<file path="src/sv/awa_divider.sv">
`timescale 1ns / 1ps
`default_nettype none

module awa_divider #(
    parameter int NUM_BITS = 32,
    parameter int DEN_BITS = 8
) (
    input  wire logic                aclk,
    input  wire logic                aresetn,
    input  wire logic                start,
    input  wire logic [NUM_BITS-1:0] num0,
    input  wire logic [NUM_BITS-1:0] num1,
    input  wire logic [DEN_BITS-1:0] den,
    output logic                     done,
    output logic      [NUM_BITS-1:0] quo0,
    output logic      [NUM_BITS-1:0] quo1
);

    localparam int STEP_BITS = $clog2(NUM_BITS + 1);

    logic [NUM_BITS-1:0]  n0_reg, n0_next, n1_reg, n1_next;
    logic [DEN_BITS-1:0]  r0_reg, r0_next, r1_reg, r1_next;
    logic [DEN_BITS-1:0]  den_reg;
    logic [STEP_BITS-1:0] step_reg;
    logic                 run_reg, done_reg;
    logic [DEN_BITS:0]    sh0, sh1;

    // One restoring quotient bit per cycle for each band.
    always_comb begin
        sh0 = {r0_reg, n0_reg[NUM_BITS-1]};
        sh1 = {r1_reg, n1_reg[NUM_BITS-1]};
        if (sh0 >= {1'b0, den_reg}) begin
            r0_next = DEN_BITS'(sh0 - {1'b0, den_reg});
            n0_next = {n0_reg[NUM_BITS-2:0], 1'b1};
        end else begin
            r0_next = sh0[DEN_BITS-1:0];
            n0_next = {n0_reg[NUM_BITS-2:0], 1'b0};
        end
        if (sh1 >= {1'b0, den_reg}) begin
            r1_next = DEN_BITS'(sh1 - {1'b0, den_reg});
            n1_next = {n1_reg[NUM_BITS-2:0], 1'b1};
        end else begin
            r1_next = sh1[DEN_BITS-1:0];
            n1_next = {n1_reg[NUM_BITS-2:0], 1'b0};
        end
    end

    always_ff @(posedge aclk) begin
        if (!aresetn) begin
            run_reg  <= 1'b0;
            done_reg <= 1'b0;
            step_reg <= '0;
        end else begin
            done_reg <= 1'b0;
            if (start) begin
                run_reg  <= 1'b1;
                step_reg <= '0;
                n0_reg   <= num0;
                n1_reg   <= num1;
                r0_reg   <= '0;
                r1_reg   <= '0;
                den_reg  <= den;
            end else if (run_reg) begin
                n0_reg   <= n0_next;
                n1_reg   <= n1_next;
                r0_reg   <= r0_next;
                r1_reg   <= r1_next;
                step_reg <= step_reg + 1'b1;
                if (step_reg == STEP_BITS'(NUM_BITS - 1)) begin
                    run_reg  <= 1'b0;
                    done_reg <= 1'b1;
                end
            end
        end
    end

    assign done = done_reg;
    assign quo0 = n0_reg;
    assign quo1 = n1_reg;

endmodule

`default_nettype wire

</file>
<file path="config.mk">
export PLATFORM = sky130hd
export DESIGN_NAME = awa_divider
export DESIGN_NICKNAME = d
export VERILOG_FILES = /design/src/sv/awa_divider.sv
export SDC_FILE = /design/constraint.sdc
export NUM_CORES = 1
export LEC_CHECK = 0
export ABC_CLOCK_PERIOD_IN_PS = 3700
export CORE_ASPECT_RATIO = 2
export CORE_MARGIN = 3
export CORE_UTILIZATION = 30
export CTS_CLUSTER_DIAMETER = 50
export CTS_CLUSTER_SIZE = 28
export DETAILED_ROUTE_END_ITERATION = 7
export DONT_BUFFER_PORTS = 1
export GPL_TIMING_DRIVEN = 1
export PLACE_DENSITY = 0.5
export SLEW_MARGIN = 20
export SYNTH_ARGS = -nofsm -noshare
export SYNTH_HDL_FRONTEND = slang
export SYNTH_SLANG_ARGS = --single-unit
</file>
<file path="constraint.sdc">
create_clock -name aclk -period 3.7 [get_ports aclk]
set_clock_uncertainty 0.05 [all_clocks]
set_input_delay 0 -clock aclk [delete_from_list [all_inputs] [get_ports aclk]]
set_output_delay 0 -clock aclk [all_outputs]
set_load 0.005 [all_outputs]
</file>
==> results.yml, run 1 <==
clock_network:
  cts_buffer_depth: 2
  hold_buffers: 74
  clk_latency_ns: 0.34
  post_cts_buffers: 0
  numCtsBuffers: 9
  cts_tree: "built"
  clock_sinks: 96
  htree_levels: 3
  post_cts_resized: 0
  clock-root-buffer: "clkbuf_16"
  clk_pin_slew_ns: 0.07
routing:
  vias_per_cell: 5.00
  ant_nets: 0
  dr.pass1.iters: 4
  drc_errors: 0
  routed-via-count: 3142
  wl_per_cell_microns: 19.2
  drt_iter0_markers: 136
  wl_microns: 12100
job:
  cap_violations: 0
power:
  leakage_nw: 2.17
  ir_drop_uv: 280
  cellPowerDensity_mw_per_mm2: 456
setup_path:
  crit_path_max_fanout: 3
  cp.arrival_ns: 2.58
  reg2reg_depth: 8
  end_kind: "flop"
  cp-start-kind: "flop"
  crit_type: "flop to flop"
  critPathRequiredTime_ns: 3.84
placed_design:
  portBuffers: 0
  hpwl_microns: 8490
  placed_cells: 539
  place_congestion: 0.812
yosys:
  synth-async-reset-ratio_pct: 0
  synthDominantAreaCellType: "edfxtp_1"
  synth-edff-count: 88
  synth_top_area_share_pct: 55.0
  synth_warnings: 0
  synth_area_sq_mm: 0.00480
  ys.flop_type: "edfxtp_1"
  synth.yosys.seq_area_share_pct: 58.3
  syn_avg_cell_area_sq_um: 13.8
  syn_nets: 443
  syn_inst: 349
  synth_cell_types: 48
  netlist_top_cells_area: "edfxtp_1, mux2_2, ha_1"
  ys_ff_latch: 96
floorplan:
  design.core.area_sq_mm: 0.0155
  start_util_pct: 30.9
  die_area_sq_mm: 0.0177
  die_w_microns: 95.5
  io-pin-count: 140
  placementRows: 64
  die_y_microns: 185
sta:
  fin_crit_sh_pct: 65.9
  hold_viol: 0
  rsz0062_at_grt: "false"
  setup_viol: 0
  tns_ns: 0
  fmax_mhz: 410
  max_slew_margin_pct: 44.6
  slew_viol_final: 0
  worst_pin_slew_ns: 0.831
  period_needed_ns: 2.44
grt:
  overflow: 0
  grt_use_total_pct: 14.0
  grt_pass1_wl_microns: 18300
  antenna_found_initial: 0
  grt_max_degree: 81
  grt_pass1_vias: 3429
cells_and_area:
  syn2layout_area_growth_pct: 27.1
  drive_gt1_share_pct: 22.3
  layout.nets: 520
  diodes: 0
  finalNonFillerCells: 629
worst_hold_path:
  whs_path_depth: 2
  hold_class: "input pin to flop"
status:
  outcome: "complete, no violations"
kinds of logic (layout without fill, tap and decap cells):
logic type	count (synthesis)	in the layout	share of synthesized area, %
XOR/XNOR	5	5	0.912
flip-flops	96	96	58.3
AO/OA/AOI/OAI	60	60	8.96
adder cells (fa/ha/maj)	19	19	5.26
buffers and inverters	28	110	2.19
AND/OR/NAND/NOR	69	69	7.58
multiplexers	72	72	16.8
area by class of cell:
cell class,count,area [sq um]
fillers,1510,9430
clock inverters,6,83.8
repair buffers,76,773
multi-input cells,225,1900
flip-flops and latches,96,2800
clock buffers,10,229
well taps,198,248
inverters,18,67.6
per-layer routing:
metal | track usage, % | wire length [microns]
met1 | 13.2 | 4150
met2 | 26.6 | 6940
met3 | 3.98 | 657
met4 | 6.61 | 327
met5 | 0 | 0
synthesized netlist by cell type, types with 3 or more instances:
master	count
a211oi_1	3
a21oi_1	16
a31oi_1	3
and3_1	3
buf_1	4
clkbuf_1	6
dfxtp_1	8
edfxtp_1	88
ha_1	17
inv_1	18
mux2_2	68
mux2i_1	4
nand2_1	8
nand3_1	9
nand4_1	3
nor2_1	14
nor2b_1	11
nor3_1	9
o21a_1	4
o21ai_0	13
o31a_1	3
xor2_1	3
per-stage QoR:
stage / utilization (%) / cell area, sq um / total power [mW] / setup WS [ns] / hold slack, ns
finish: 39.3 / 6110 / 2.78 / 1.26 / 0.0465
global route: 39.3 / 6110 / 2.92 / 1.09 / 0.0648
CTS: 39.3 / 6110 / 2.83 / 1.28 / 0.0375
detailed placement: 32.4 / 5040 / 1.74 / 1.29 / 0.0490
global placement: 32.4 / 5040 / 1.73 / 1.31 / 0.0490
floorplan: - / 4800 / 1.66 / 0.780 / 0.0489
power breakdown:
part	internal [mW]	switching (mW)
logic	0.229	0.224
registers	1.28	0.0573
clock network	0.589	0.399
worst paths after layout:
check / startpoint / endpoint / slack [ns]
hold / removal: start / quo1[0]$_DFFE_PP_ / 0.05
hold reg to reg: step_reg[5]$_SDFFE_PP0P_ / done$_SDFF_PP0_ / 0.45
setup reg to reg: quo0[31]$_DFFE_PP_ / r0_reg[6]$_SDFFCE_PP0P_ / 1.26
setup / recovery: quo0[31]$_DFFE_PP_ / r0_reg[6]$_SDFFCE_PP0P_ / 1.26
cell usage in the layout, fill, tap and decap left out, drive strengths merged, types with 9 or more instances in the layout:
master,instances
mux2,68
nand3,10
ha,17
nor2,14
nor2b,11
edfxtp,88
o21ai,14
nor3,9
inv,18
a21oi,17
dlygate4sd3,73
clkbuf,10
critical path, cell delays in order, from the launching register on:
cell      delay [ns]
edfxtp_1        0.49
inv_1           0.10
ha_1            0.18
fa_1            0.24
nor2b_1         0.09
o31a_1          0.25
o311ai_0        0.53
o21ai_0         0.18
a21oi_1         0.17
No activity file was read; power rests on OpenSTA's default activity.
==> run 2, diff against run 1 <==
--- a/config.mk
+++ b/config.mk
@@ -5,7 +5,7 @@
 export SDC_FILE = /design/constraint.sdc
 export NUM_CORES = 1
 export LEC_CHECK = 0
-export ABC_CLOCK_PERIOD_IN_PS = 3700
+export ABC_CLOCK_PERIOD_IN_PS = 2330
 export CORE_ASPECT_RATIO = 2
 export CORE_MARGIN = 3
 export CORE_UTILIZATION = 30
==> constraint.sdc (replaced) <==
create_clock -name aclk -period 2.33 [get_ports aclk]
set_clock_uncertainty 0.05 [all_clocks]
set_input_delay 0 -clock aclk [delete_from_list [all_inputs] [get_ports aclk]]
set_output_delay 0 -clock aclk [all_outputs]
set_load 0.005 [all_outputs]
==> run 2 against run 1 <==
  * Combinational power is 77% higher
  * Via count is 0.83% higher
  * Clock power up 56%
  * Worst setup slack worse by 1.2 ns
  * Non-clock buffer count up 12
  * Critical endpoint is now r1_reg[0]$_SDFFCE_PP0P_
  * Largest power group unchanged
==> results.yml, run 2 (synthesized netlist as in run 1, its figures left out) <==
power:
  p_total_mw: 4.47
  ir_drop_uv: 484
  cellPowerDensity_mw_per_mm2: 712
  leakage_nw: 2.24
floorplan:
  start_util_pct: 30.9
  die_w_microns: 95.5
  io-pin-count: 140
  die_area_sq_mm: 0.0177
  design.core.area_sq_mm: 0.0155
  placementRows: 64
  die_y_microns: 185
routing:
  wl_microns: 12000
  wl_per_cell_microns: 18.8
  drt_iter0_markers: 125
  vias_per_cell: 4.95
  routed-via-count: 3168
  dr.pass1.iters: 4
  ant_nets: 0
  drc_errors: 0
worst_hold_path:
  hold_class: "input pin to flop"
  hold_start: "start"
placed_design:
  placed_cells: 549
  hpwl_microns: 8730
  place_congestion: 0.819
  portBuffers: 0
  place_area_sq_mm: 0.00512
  post-place-ws_ns: -0.0171
cells_and_area:
  multi_input_area_sq_mm: 0.00197
  final_common_cell: "edfxtp_1"
  drive_gt1_share_pct: 26.5
  layout_common_cells: "edfxtp_1, dlygate4sd3_1, mux2_2"
  syn2layout_area_growth_pct: 30.6
  diodes: 0
  postLayoutCoreUtil_pct: 40.4
  layout.nets: 532
  finalNonFillerCells: 640
  design_area_sq_mm: 0.00627
  n_fill_cell: 1490
  seqCellArea_sq_mm: 0.00280
clock_network:
  clk_pin_slew_ns: 0.07
  numCtsBuffers: 9
  cts_tree: "built"
  cts_buffer_depth: 2
  clk_latency_ns: 0.34
  clock-root-buffer: "clkbuf_16"
  clock_sinks: 96
  htree_levels: 3
sta:
  tns_ns: 0
  max_slew_margin_pct: 67.2
  fmax_mhz: 442
  rsz0062_at_grt: "false"
  fin_ws_ns: 0.0689
  hold_viol: 0
  slew_viol_final: 0
  period_needed_ns: 2.26
  whs_ns: 0.0278
  worst_pin_slew_ns: 0.486
  setup_viol: 0
  fin_crit_sh_pct: 97.0
setup_path:
  crit_path_max_fanout: 6
  end_kind: "flop"
  cp-start-kind: "flop"
  worst_path_max_delay_cell: "edfxtp_1"
  reg2reg_from: "den_reg[1]$_DFFE_PP_"
  cp.arrival_ns: 2.31
  slowest_delay_ns: 0.40
  crit_path_cell_trace: "inv_2 -> ha_4 -> nor2b_2 -> o21ai_2 -> nand3_2 -> a41oi_4 -> buf_12 -> mux2_4"
  critPathRequiredTime_ns: 2.38
  worstSetupStartpoint: "den_reg[1]$_DFFE_PP_"
  crit_type: "flop to flop"
job:
  cap_violations: 0
grt:
  grt_pass1_wl_microns: 18500
  antenna_found_initial: 0
  grt_pass1_vias: 3510
  grt_max_degree: 81
  overflow: 0
  grt_use_total_pct: 14.1
status:
  outcome: "complete, no violations"
-- run 2: changes by cell type in the layout (fill, tap and decap cells not counted), sizes merged --
cell	previous run	this run
buf	3	15
clkinv	2	3
clkinvlp	2	0
-- run 2: what timing repair did --
item                                   4_1_cts  5_1_grt
buffers inserted                             0        2
resized for setup                            1       17
pin swaps                                    1        5
hold buffers                                74        0
setup endpoints to repair                    6        6
endpoints found under the hold margin       93        0
-- run 2: final cells by class --
| type | count | share of cell area [%] |
|---|---|---|
| clock buffers | 10 | 3.65 |
| clock inverters | 5 | 1.16 |
| inverters | 18 | 1.08 |
| multi-input cells | 225 | 31.3 |
| flip-flops and latches | 96 | 44.7 |
| well taps | 198 | 3.95 |
| repair buffers | 88 | 14.2 |
-- run 2: worst paths after layout --
check	to	slack [ns]	cells past startpoint
max	r1_reg[0]$_SDFFCE_PP0P_	0.07	8
min	quo1[0]$_DFFE_PP_	0.03	2
max reg2reg	r1_reg[0]$_SDFFCE_PP0P_	0.07	8
min reg2reg	done$_SDFF_PP0_	0.43	1
-- run 2: report_power, final --
part	switching [mW]	total (mW)	leakage, nW	internal [mW]
clock	0.609	1.54	0.147	0.926
sequential	0.0895	2.13	0.905	2.04
combinational	0.381	0.803	1.19	0.421
-- run 2: metal layers --
metal,part of all wire [%],track usage (%)
met1,34,13.6
met2,58,26.8
met3,5.2,3.74
met4,3.0,6.67
met5,0,0
-- run 2: worst max-delay path: cells and delay by family, from the launching register on --
| kind | cells | cell delay [ns] |
|---|---|---|
| flops | 1 | 0.40 |
| buf+inv | 2 | 0.26 |
| simple gates | 2 | 0.28 |
| mux | 1 | 0.30 |
| fa+ha+maj | 1 | 0.20 |
| compound gates | 2 | 0.52 |
